**config.mk**
```make
export PLATFORM = sky130hd
export DESIGN_NAME = walking_aid_alert_controller
export DESIGN_NICKNAME = d
export VERILOG_FILES = /design/src/rtl/wac_pkg.sv /design/src/rtl/wac_cfg_regs.sv /design/src/rtl/wac_alert.sv /design/src/rtl/wac_core.sv /design/src/rtl/walking_aid_alert_controller.sv
export SDC_FILE = /design/constraint.sdc
export NUM_CORES = 1
export LEC_CHECK = 0
export BUFFER_PORTS_ARGS = -buffer_cell sky130_fd_sc_hd__buf_4
export CORE_ASPECT_RATIO = 1.1
export CORE_MARGIN = 1
export CORE_UTILIZATION = 45
export CTS_CLUSTER_SIZE = 24
export DETAILED_ROUTE_END_ITERATION = 6
export HOLD_SLACK_MARGIN = 0.08
export PLACE_DENSITY = 0.73
export RECOVER_POWER = 100
export SETUP_SLACK_MARGIN = 0.4
export SLEW_MARGIN = 20
export SYNTH_ARGS = -nofsm -noshare
export SYNTH_HDL_FRONTEND = slang
export SYNTH_SLANG_ARGS = --single-unit
```
**constraint.sdc**
```tcl
create_clock -name clk -period 6.9 [get_ports clk]
set_input_delay 0 -clock clk [delete_from_list [all_inputs] [get_ports clk]]
set_output_delay 0 -clock clk [all_outputs]
set_load 0.05 [all_outputs]
```
**src/rtl/wac_pkg.sv**
```systemverilog
package wac_pkg;

	localparam int CNT_W = 8;
	localparam int DIST_W = 15;
	localparam int CFG_W = 14;

	localparam logic [CNT_W-1:0] CNT_MAX = {CNT_W{1'b1}};

	typedef logic signed [DIST_W-1:0] dist_t;
	typedef logic [CNT_W-1:0] cnt_t;

	localparam logic [1:0] REG_TAP_WINDOW_TICKS = 2'd0;
	localparam logic [1:0] REG_FALL_JUMP        = 2'd1;
	localparam logic [1:0] REG_STILL_BAND       = 2'd2;
	localparam logic [1:0] REG_IDLE_LIMIT       = 2'd3;

	localparam logic FUNC_TAP  = 1'b0;
	localparam logic FUNC_STEP = 1'b1;

	localparam logic [1:0] EV_NONE      = 2'd0;
	localparam logic [1:0] EV_ENGAGED   = 2'd1;
	localparam logic [1:0] EV_IDLE      = 2'd2;
	localparam logic [1:0] EV_DISENGAGE = 2'd3;

	localparam logic [1:0] OBST_NONE    = 2'd0;
	localparam logic [1:0] OBST_QUARTER = 2'd1;
	localparam logic [1:0] OBST_HALF    = 2'd2;
	localparam logic [1:0] OBST_FULL    = 2'd3;

	localparam logic [2:0] LEDGE_NONE    = 3'd0;
	localparam logic [2:0] LEDGE_QUARTER = 3'd1;
	localparam logic [2:0] LEDGE_HALF    = 3'd2;
	localparam logic [2:0] LEDGE_FULL    = 3'd3;
	localparam logic [2:0] LEDGE_SIREN   = 3'd4;

	localparam dist_t OBST_FAR  = 15'sd480;
	localparam dist_t OBST_MID  = 15'sd320;
	localparam dist_t OBST_NEAR = 15'sd160;

	localparam dist_t LEDGE_SIREN_MIN   = 15'sd288;
	localparam dist_t LEDGE_FULL_MIN    = 15'sd160;
	localparam dist_t LEDGE_HALF_MIN    = 15'sd80;
	localparam dist_t LEDGE_QUARTER_MIN = 15'sd48;

	localparam logic [9:0] DISP_MAX = 10'd999;

	localparam logic [7:0]       RST_TAP_WINDOW_TICKS = 8'd40;
	localparam logic [CFG_W-1:0] RST_FALL_JUMP        = 14'd320;
	localparam logic [CFG_W-1:0] RST_STILL_BAND       = 14'd32;
	localparam logic [7:0]       RST_IDLE_LIMIT       = 8'd50;

	typedef struct packed {
		logic [7:0]       tap_window_ticks;
		logic [CFG_W-1:0] fall_jump;
		logic [CFG_W-1:0] still_band;
		logic [7:0]       idle_limit;
	} cfg_t;

	typedef struct packed {
		logic [1:0] obstacle_level;
		logic [2:0] ledge_level;
		logic       display_update;
		logic [9:0] ahead_display;
		logic [9:0] ground_display;
	} alert_t;

	typedef struct packed {
		logic       assist_on;
		logic [1:0] mode_event;
		alert_t     alert;
		logic [7:0] taps_seen;
	} result_t;

endpackage

```
**src/rtl/wac_cfg_regs.sv**
```systemverilog
module wac_cfg_regs (
	input  logic                     clk,
	input  logic                     arst_n,
	input  logic                     cfg_we,
	input  logic [1:0]               cfg_index,
	input  logic [wac_pkg::CFG_W-1:0] cfg_data,
	output wac_pkg::cfg_t            cfg
);
	import wac_pkg::*;

	cfg_t cfg_q;

	always_ff @(posedge clk or negedge arst_n) begin
		if (!arst_n) begin
			cfg_q.tap_window_ticks <= RST_TAP_WINDOW_TICKS;
			cfg_q.fall_jump        <= RST_FALL_JUMP;
			cfg_q.still_band       <= RST_STILL_BAND;
			cfg_q.idle_limit       <= RST_IDLE_LIMIT;
		end else if (cfg_we) begin
			case (cfg_index)
				REG_TAP_WINDOW_TICKS: cfg_q.tap_window_ticks <= cfg_data[7:0];
				REG_FALL_JUMP:        cfg_q.fall_jump <= cfg_data;
				REG_STILL_BAND:       cfg_q.still_band <= cfg_data;
				REG_IDLE_LIMIT:       cfg_q.idle_limit <= cfg_data[7:0];
				default: begin
				end
			endcase
		end
	end

	assign cfg = cfg_q;

endmodule

```
**src/rtl/wac_alert.sv**
```systemverilog
module wac_alert (
	input  wac_pkg::dist_t  ahead,
	input  wac_pkg::dist_t  ground,
	input  logic            assist,
	output wac_pkg::alert_t alert
);
	import wac_pkg::*;

	function automatic logic [9:0] to_display(input dist_t d);
		logic [10:0] whole;
		begin
			whole = 11'(d >>> 4);
			if (d < 0)
				to_display = 10'd0;
			else if (whole > 11'(DISP_MAX))
				to_display = DISP_MAX;
			else
				to_display = whole[9:0];
		end
	endfunction

	logic [1:0] obst;
	logic [2:0] ledge;

	always_comb begin
		obst = OBST_NONE;
		if (ahead > 0 && ahead <= OBST_FAR) begin
			if (ahead > OBST_MID)
				obst = OBST_QUARTER;
			else if (ahead > OBST_NEAR)
				obst = OBST_HALF;
			else
				obst = OBST_FULL;
		end

		if (ground >= LEDGE_SIREN_MIN)
			ledge = LEDGE_SIREN;
		else if (ground >= LEDGE_FULL_MIN)
			ledge = LEDGE_FULL;
		else if (ground >= LEDGE_HALF_MIN)
			ledge = LEDGE_HALF;
		else if (ground >= LEDGE_QUARTER_MIN)
			ledge = LEDGE_QUARTER;
		else
			ledge = LEDGE_NONE;

		if (assist) begin
			alert = '0;
		end else begin
			alert.obstacle_level = obst;
			alert.ledge_level    = ledge;
			alert.display_update = 1'b1;
			alert.ahead_display  = to_display(ahead);
			alert.ground_display = to_display(ground);
		end
	end

endmodule

```
**src/rtl/wac_core.sv**
```systemverilog
module wac_core (
	input  logic             clk,
	input  logic             arst_n,
	input  wac_pkg::cfg_t    cfg,
	input  logic             fire,
	input  logic             func,
	input  wac_pkg::dist_t   ahead,
	input  wac_pkg::dist_t   ground,
	output wac_pkg::result_t result
);
	import wac_pkg::*;

	cnt_t       tap_total_q;
	logic       window_open_q;
	logic [7:0] window_timer_q;
	logic       assist_q;
	cnt_t       idle_steps_q;
	dist_t      prev_ahead_q;
	dist_t      prev_ground_q;

	cnt_t       tap_total_n;
	logic       window_open_n;
	logic [7:0] window_timer_n;
	logic       assist_n;
	cnt_t       idle_steps_n;
	logic [7:0] timer_inc;
	logic       closed;
	logic [1:0] event_code;
	logic [15:0] taps_wide;
	logic signed [15:0] diff_a;
	logic signed [15:0] diff_g;
	logic [15:0] abs_a;
	logic [15:0] abs_g;
	logic       fall;
	logic       still;
	alert_t     alert;

	assign diff_a = {ahead[DIST_W-1], ahead} - {prev_ahead_q[DIST_W-1], prev_ahead_q};
	assign diff_g = {ground[DIST_W-1], ground} - {prev_ground_q[DIST_W-1], prev_ground_q};
	assign abs_a  = diff_a[15] ? 16'(-diff_a) : 16'(diff_a);
	assign abs_g  = diff_g[15] ? 16'(-diff_g) : 16'(diff_g);
	assign fall   = (abs_a > 16'(cfg.fall_jump)) || (abs_g > 16'(cfg.fall_jump));
	assign still  = (abs_a < 16'(cfg.still_band)) && (abs_g < 16'(cfg.still_band));
	assign timer_inc = window_timer_q + 8'd1;

	always_comb begin
		tap_total_n    = tap_total_q;
		window_open_n  = window_open_q;
		window_timer_n = window_timer_q;
		assist_n       = assist_q;
		idle_steps_n   = idle_steps_q;
		closed         = 1'b0;
		event_code     = EV_NONE;
		taps_wide      = 16'd0;

		if (func == FUNC_TAP) begin
			if (!window_open_q) begin
				tap_total_n   = cnt_t'(1);
				window_open_n = 1'b1;
			end else if (tap_total_q != CNT_MAX) begin
				tap_total_n = tap_total_q + cnt_t'(1);
			end
			window_timer_n = 8'd0;
		end else begin
			if (window_open_q) begin
				if (timer_inc >= cfg.tap_window_ticks) begin
					closed         = 1'b1;
					window_open_n  = 1'b0;
					window_timer_n = 8'd0;
				end else begin
					window_timer_n = timer_inc;
				end
			end

			if (closed) begin
				taps_wide   = 16'(tap_total_q);
				tap_total_n = '0;
				if (fall) begin
					assist_n   = 1'b1;
					event_code = EV_ENGAGED;
				end else if (taps_wide <= 16'd2 && !assist_q) begin
					assist_n   = 1'b1;
					event_code = EV_ENGAGED;
				end else if (taps_wide >= 16'd3 && assist_q) begin
					assist_n   = 1'b0;
					event_code = EV_DISENGAGE;
				end
			end

			if (still) begin
				if (idle_steps_q != CNT_MAX)
					idle_steps_n = idle_steps_q + cnt_t'(1);
			end else begin
				idle_steps_n = '0;
			end

			if (16'(idle_steps_n) >= 16'(cfg.idle_limit) && !assist_n) begin
				assist_n     = 1'b1;
				event_code   = EV_IDLE;
				idle_steps_n = '0;
			end
		end
	end

	wac_alert u_alert (
		.ahead  (ahead),
		.ground (ground),
		.assist (assist_n),
		.alert  (alert)
	);

	always_comb begin
		result.assist_on  = assist_n;
		result.mode_event = event_code;
		result.alert      = alert;
		result.taps_seen  = (taps_wide > 16'd255) ? 8'hFF : taps_wide[7:0];
	end

	always_ff @(posedge clk or negedge arst_n) begin
		if (!arst_n) begin
			tap_total_q    <= '0;
			window_open_q  <= 1'b0;
			window_timer_q <= 8'd0;
			assist_q       <= 1'b0;
			idle_steps_q   <= '0;
			prev_ahead_q   <= '0;
			prev_ground_q  <= '0;
		end else if (fire) begin
			tap_total_q    <= tap_total_n;
			window_open_q  <= window_open_n;
			window_timer_q <= window_timer_n;
			assist_q       <= assist_n;
			idle_steps_q   <= idle_steps_n;
			if (func == FUNC_STEP) begin
				prev_ahead_q  <= ahead;
				prev_ground_q <= ground;
			end
		end
	end

endmodule

```
**src/rtl/walking_aid_alert_controller.sv**
```systemverilog
// Walking-aid alert controller. Tap items (func 0) open or extend the tap window and give
// no result; step items (func 1) give exactly one result each. Every item is held in one
// input register and its whole effect on mode, counters and alerts is worked out from there
// combinationally, so the block takes one item per clock as long as out_stall allows, with
// an output register that holds a finished result while the next item is accepted. A step
// item is captured in the input register and its result is then registered in the output
// register, raising out_valid, once that register is free. Configuration writes through
// cfg_we, cfg_index and cfg_data are registered in wac_cfg_regs and must be made while idle.
module walking_aid_alert_controller (
	input  logic                      clk,
	input  logic                      arst_n,
	input  logic                      cfg_we,
	input  logic [1:0]                cfg_index,
	input  logic [wac_pkg::CFG_W-1:0] cfg_data,
	input  logic                      in_valid,
	output logic                      in_stall,
	input  logic                      func,
	input  wac_pkg::dist_t            ahead_distance,
	input  wac_pkg::dist_t            ground_distance,
	output logic                      out_valid,
	input  logic                      out_stall,
	output logic                      assist_on,
	output logic [1:0]                mode_event,
	output logic [1:0]                obstacle_level,
	output logic [2:0]                ledge_level,
	output logic                      display_update,
	output logic [9:0]                ahead_display,
	output logic [9:0]                ground_display,
	output logic [7:0]                taps_seen
);
	import wac_pkg::*;

	cfg_t    cfg;
	logic    valid_s1;
	logic    func_s1;
	dist_t   ahead_s1;
	dist_t   ground_s1;
	logic    out_valid_q;
	result_t result_q;
	result_t result;
	logic    out_free;
	logic    advance;
	logic    accept;

	wac_cfg_regs u_cfg (
		.clk       (clk),
		.arst_n    (arst_n),
		.cfg_we    (cfg_we),
		.cfg_index (cfg_index),
		.cfg_data  (cfg_data),
		.cfg       (cfg)
	);

	assign out_free = !out_valid_q || !out_stall;
	assign advance  = valid_s1 && ((func_s1 == FUNC_TAP) || out_free);
	assign in_stall = valid_s1 && !advance;
	assign accept   = in_valid && !in_stall;

	always_ff @(posedge clk or negedge arst_n) begin
		if (!arst_n) begin
			valid_s1 <= 1'b0;
		end else if (accept) begin
			valid_s1 <= 1'b1;
		end else if (advance) begin
			valid_s1 <= 1'b0;
		end
	end

	always_ff @(posedge clk) begin
		if (accept) begin
			func_s1   <= func;
			ahead_s1  <= ahead_distance;
			ground_s1 <= ground_distance;
		end
	end

	wac_core u_core (
		.clk    (clk),
		.arst_n (arst_n),
		.cfg    (cfg),
		.fire   (advance),
		.func   (func_s1),
		.ahead  (ahead_s1),
		.ground (ground_s1),
		.result (result)
	);

	always_ff @(posedge clk or negedge arst_n) begin
		if (!arst_n) begin
			out_valid_q <= 1'b0;
		end else if (advance && func_s1 == FUNC_STEP) begin
			out_valid_q <= 1'b1;
		end else if (!out_stall) begin
			out_valid_q <= 1'b0;
		end
	end

	always_ff @(posedge clk) begin
		if (advance && func_s1 == FUNC_STEP)
			result_q <= result;
	end

	assign out_valid      = out_valid_q;
	assign assist_on      = result_q.assist_on;
	assign mode_event     = result_q.mode_event;
	assign obstacle_level = result_q.alert.obstacle_level;
	assign ledge_level    = result_q.alert.ledge_level;
	assign display_update = result_q.alert.display_update;
	assign ahead_display  = result_q.alert.ahead_display;
	assign ground_display = result_q.alert.ground_display;
	assign taps_seen      = result_q.taps_seen;

endmodule

```
After elaboration in Yosys (flattened, before gate mapping)

Cells that the tools add are included.

$add $sub $neg: 7
Magnitude comparators: 21
Eq/ne operators: 9
Multiplexer cells: 48
Bitwise gates (word level): 3
Reductions and logical operators: 35

Operators with widths:

| operator                                                        | count |
|---|---|
| two-way mux 8 bit                                               | 12 |
| two-way mux 16 bit                                              | 3 |
| two-way mux 10 bit                                              | 4 |
| greater-than comparator 16 x 14 -> 1 bit                        | 2 |
| less-than comparator 16 x 14 -> 1 bit                           | 2 |
| negation 16 bit                                                 | 2 |
| subtractor 15 x 15 -> 16 bit                                    | 2 |
| less-than comparator 15 x 1 -> 1 bit, second input constant     | 2 |
| adder 8 x 1 -> 8 bit, second input constant                     | 3 |
| greater-than comparator 11 x 10 -> 1 bit, second input constant | 2 |
| two-way mux 21 bit                                              | 1 |
| two-way mux 1 bit                                               | 19 |
| >= comparator 8 bit                                             | 2 |
| greater-than comparator 16 x 8 -> 1 bit, second input constant  | 1 |
| two-way mux 2 bit                                               | 8 |
| inequality test 8 bit, second input constant                    | 2 |
| >= comparator 15 x 10 -> 1 bit, second input constant           | 1 |
| >= comparator 15 x 7 -> 1 bit, second input constant            | 1 |
| >= comparator 15 x 8 -> 1 bit, second input constant            | 1 |
| >= comparator 15 x 9 -> 1 bit, second input constant            | 1 |
| greater-than comparator 15 x 1 -> 1 bit, second input constant  | 1 |
| greater-than comparator 15 x 10 -> 1 bit, second input constant | 1 |
| greater-than comparator 15 x 9 -> 1 bit, second input constant  | 1 |
| <= comparator 15 x 10 -> 1 bit, second input constant           | 1 |
| 17 further kinds                                                | 48 |

Flip-flop bits (word level): 170
Input bits: 52

Longest topological paths before layout

Depth after elaboration: 13
Gate-level depth with buffers: 33

Cells and area by module

From an unflattened synthesis, not the netlist that was laid out.

Cells, all modules: 1,118
Area total of the unflattened synthesis: 11,063.1 um2

Modules (own cells, without submodules):

| module                       | times used | cells an instance | area an instance (um2) |
|---|---|---|---|
| wac_core                     | 1          | 880               | 6,834.1 |
| walking_aid_alert_controller | 1          | 80                | 2,147.1 |
| wac_cfg_regs                 | 1          | 94                | 1,660.3 |
| wac_alert                    | 1          | 64                | 421.7 |

Least setup slack after synthesis

No wires, ideal clock.

Kind: register to register
Start: reg ground_s1[6]
End: reg result_q (netlist bit ground_display[3]) (data pin)
Library setup time: 0.132 ns
Arrival time: 6.484 ns
Data required time: 6.768 ns
Path slack: 0.284 ns
Cell stages (with the launch flop): 31
Buffers on the path: 2
Period minus slack after synthesis: 6.616 ns
Cells stage by stage: edfxtp_1 -> ha_1 -> and2_1 -> or4_1 -> o21ai_0 -> xnor2_1 -> or2_2 -> or3_1 -> nor3b_1 -> a21oi_1 -> xor2_1 -> ha_1 -> nand2_1 -> nor2_1 -> a211oi_1 -> nand3_1 -> a211oi_1 -> nor4b_2 -> buf_2 -> o21ai_0 -> ha_1 -> nand2b_1 -> a211oi_1 -> o21ai_0 -> a211o_1 -> o21ai_0 -> nand2_1 -> a21oi_1 -> a32o_1 -> buf_4 -> and3_1

Word-level cells in the longest chain between the ends: 13

Ends and longest elaborated chain:

| what                                                                                  | line                                | RTL |
|---|---|---|
| start: declaration                                                                    | walking_aid_alert_controller.sv:37  | `dist_t ground_s1;` |
| start signal: assignment                                                              | walking_aid_alert_controller.sv:73  | `ground_s1 <= ground_distance;` |
| parallel branches: the longest is 12 deep, another holds subtractor 15 x 15 -> 16 bit | n/a                                 |  |
| OR reduction 3 bit (no line) (*)                                                      | n/a                                 |  |
| end signal: assignment                                                                | walking_aid_alert_controller.sv:100 | `result_q <= result;` |
| end: declaration                                                                      | walking_aid_alert_controller.sv:39  | `result_t result_q;` |

Mark *: on every way between the ends. The select of a mux whose other input is x is not followed.
A chain may end at the register's enable or synchronous reset.

Worst setup path after layout

Start: reg ground_s1[0]
End: reg result_q (netlist bit ahead_display[5]) (data pin)

Word-level cells in the longest chain between the ends: 13

Ends and longest elaborated chain:

| what                                                                                          | line           | RTL |
|---|---|---|
| subtractor 15 x 15 -> 16 bit (*)                                                              | wac_core.sv:39 | `assign diff_g = {ground[DIST_W-1], ground} - {prev_ground_q[DIST_W-1], prev_ground_q};` |
| negation 16 bit                                                                               | wac_core.sv:41 | `assign abs_g = diff_g[15] ? 16'(-diff_g) : 16'(diff_g);` |
| two-way mux 16 bit (*)                                                                        | wac_core.sv:41 |  |
| parallel branches: the longest is 7 deep, another holds less-than comparator 16 x 14 -> 1 bit | n/a            |  |
| two-way mux 1 bit (*)                                                                         | wac_core.sv:97 | `if (16'(idle_steps_n) >= 16'(cfg.idle_limit) && !assist_n) begin` |
| two-way mux 1 bit (*)                                                                         | wac_core.sv:56 | `if (func == FUNC_TAP) begin` |
| OR reduction 2 bit (no line) (*)                                                              | n/a            |  |

Marks and branches as above.

==> metrics.yaml <==
fp.dieH_um: 166
rsz0062_at_grt: "true"
postRouteAntennaNets: 0
die_area_um2: 24900
slowest_delay_ns: 0.42
rows: 59
globalRouteMet3Util: 0.0343
cts_tree: "done"
synth.distinct_cells: 74
setup_viol: 0
die_w_um: 151
synth_edf_count: 68
power_frac_comb: 0.498
synth_top_flop_cell: "dfrtp_1"
busiest_layer: "met2"
cts_made_buffers: 17
layout_min_cycle_time_ns: 6.51
pwr_density_cell_nw_per_um2: 323
syn-cell-area_um2: 10900
firstDrtPassIters: 5
finalNonFillerCells: 1655
dp_cells: 1538
initial_utilization: 0.460
met1_usage: 0.269
crit_path_max_fanout: 6
grt_max_degree: 87
maxSlewViolCount: 224
syn-mean-instance-area_um2: 9.79
pwr-share-clk: 0.217
drive_above_1_share: 0.194
layout_common_cells: "nand2_1 (117), ha_1 (103), inv_1 (95), dfrtp_1 (94), o21ai_0 (82)"
yosys_warnings: 0
maxSlewHeadroom: -1.38
status: "finished, violations left"
grt-ovfl-total: 0
final_hold_viol_count: 0
place_congestion: 0.879
ys_seq_area_frac: 0.421
nets: 1497
utilization: 0.581
h-tree-depth: 4
dpl.hpwl_mm: 19.2
p_leak_nw: 6.02
grt_pass1_wl_mm: 43.1
viasPerCell: 5.56
drv_cap: 4
grt.total_usage: 0.222
routedWlPerCell_um: 16.5
core_um2: 23800
layout_commonest_cell: "nand2_1"
clk_latency_ns: 0.44
skew_ns: 0.0114
violations: "max-capacitance violations, max-slew violations"
clk_pin_slew_ns: 0.08
clockBufferDepth: 2
clock-sinks: 170
drc: 0
area_delta_synth_final_pct: 26.2
drt_iter0_drc: 439
grt_antenna_before_repair: 1
critPathKind: "reg2reg"
cp.required_ns: 7.18
cp_top_family: "simple AND/OR/NAND/NOR gates"
synthArstFlopShare: 0.600
ir_drop_mv: 0.178
portBuffers: 90
power.internal_mw: 2.67
swShare: 0.403
vias: 9203
ys_seq_elements: 170
grt_pass1_vias: 8873
fmaxAchievable_mhz: 154
synthCells: 1118
total_power_mw: 4.47
post-route-period-util: 0.943
tightest_slew_ns: 3.57
io_pins: 91
antenna_cells: 0
drt_wl_total_mm: 27.3
cts_root_buf: "clkbuf_16"
worst_ep_arrival_time_ns: 6.79
netSwitchingPower_mw: 1.80
power_frac_seq: 0.285
syn_nets: 1278
worst-path-buf-inv: 6
start_kind: "register"
holdCritPathClass: "in2reg"
endpoint_kind: "register"
grtUsageMet2: 0.394
crit_slowest_cell: "or3_4"
==> state kept, by name, summed over array words and instances (netlist names), 2 cells and up <==
name,cells
u_core.prev_ahead_q,15
obstacle_level,2
taps_seen,8
u_core.prev_ground_q,15
ahead_display,10
u_core.tap_total_q,8
ledge_level,3
u_cfg.cfg,44
ahead_s1,15
mode_event,2
ground_s1,15
u_core.window_timer_q,8
u_core.idle_steps_q,8
ground_display,10
==> layer usage <==
metal / up-vias / part of all wire
met2: 239 / 0.51
li1: 4493 / -
met5: - / 0
met4: 0 / 0.027
met1: 4417 / 0.42
met3: 54 / 0.043
==> metrics by stage <==
step                setup slack [ns]  cell area (um2)  hold WS [ns]  TNS, ns
finish                         0.395            13800         0.217        0
global route                 -0.0172            13800         0.242  -0.0212
CTS                            0.414            13700         0.112        0
detailed placement            -0.217            12300        0.0428    -3.31
global placement              0.0632            12300        0.0381        0
floorplan                      0.408            11000        -0.296        0
==> cell families (layout without fill, tap and decap cells) <==
logic type / Yosys count / in the layout / share of synthesized area
simple gates: 351 / 351 / 0.165
compound gates: 274 / 275 / 0.163
flops: 170 / 170 / 0.421
buf+inv: 123 / 354 / 0.0435
fa+ha+maj: 108 / 108 / 0.125
xor+xnor: 51 / 51 / 0.0408
mux: 41 / 41 / 0.0419
==> synth_stat cells (4+ instances only) <==
library cell | instances | area (um2)
nor2_1 | 69 | 259
xnor2_1 | 35 | 307
nor3b_2 | 5 | 62.6
nor3b_1 | 8 | 60.1
nor3_1 | 14 | 70.1
a31oi_1 | 13 | 81.3
inv_1 | 98 | 368
ha_1 | 106 | 1330
nand3_1 | 23 | 115
a21boi_0 | 6 | 45.0
a311oi_1 | 6 | 52.6
mux2_2 | 38 | 428
o21ai_0 | 94 | 470
or3_1 | 4 | 25.0
and2_1 | 12 | 75.1
xor2_1 | 16 | 140
o2111ai_1 | 6 | 52.6
a21o_1 | 18 | 135
dfstp_2 | 8 | 210
nand4_1 | 20 | 125
o211ai_1 | 15 | 113
nand3b_1 | 5 | 37.5
a211oi_1 | 14 | 105
or2_2 | 4 | 25.0
o21a_1 | 12 | 90.1
a21oi_1 | 50 | 250
clkbuf_1 | 18 | 67.6
o31ai_1 | 8 | 60.1
nand2_1 | 118 | 443
edfxtp_1 | 68 | 2040
dfrtp_1 | 94 | 2350
nor2b_1 | 11 | 68.8
nand2b_1 | 11 | 68.8
nor4_1 | 6 | 37.5
a211o_1 | 4 | 35.0
and3_1 | 21 | 131
==> worst paths after layout <==
| kind | from | to | slack, ns | cells past startpoint |
|---|---|---|---|---|
| hold reg to reg | u_core.window_timer_q[7] | u_core.window_timer_q[7] | 0.50 | 2 |
| min in group asynchronous | arst_n | u_core.prev_ahead_q[12] | 0.89 | 2 |
| hold / removal | cfg_we | u_cfg.cfg[5] | 0.22 | 3 |
| max in group asynchronous | arst_n | u_cfg.cfg[23] | 1.85 | 3 |
| setup / recovery | ground_s1[0] | ahead_display[5] | 0.39 | 35 |
| setup reg to reg | ground_s1[0] | ahead_display[5] | 0.39 | 35 |
==> tightest hold or removal path, cell delays in order <==
cell and delay, ns:
buf_4 0.12, nand3_1 0.29, mux2_2 0.22
==> power groups by stage <==
stage / sequential [mW] / combinational [mW] / clock [mW]
after floorplan: 1.32 / 1.39 / 0
after global placement: 1.28 / 1.91 / 0
after detailed placement: 1.29 / 1.95 / 0
after CTS: 1.27 / 2.08 / 0.983
after global routing: 1.29 / 2.48 / 1.02
final: 1.27 / 2.22 / 0.968
==> area by class of cell <==
class,instances,area (um2)
Tap cell,305,382
Fill cell,2045,9960
Clock buffer,18,450
Inverter,98,369
Multi-Input combinational cell,826,6160
Timing Repair Buffer,224,1710
Clock inverter,14,144
Sequential cell,170,4600
==> repair_timing <==
action,CTS,global route
setup endpoints to repair,38,38
gates cloned,1,2
hold buffers,64,0
resized for setup,21,60
buffers inserted,8,10
pin swaps,10,48
hold endpoints to repair,115,0
Note: power is estimated with default switching activity, not from simulation.
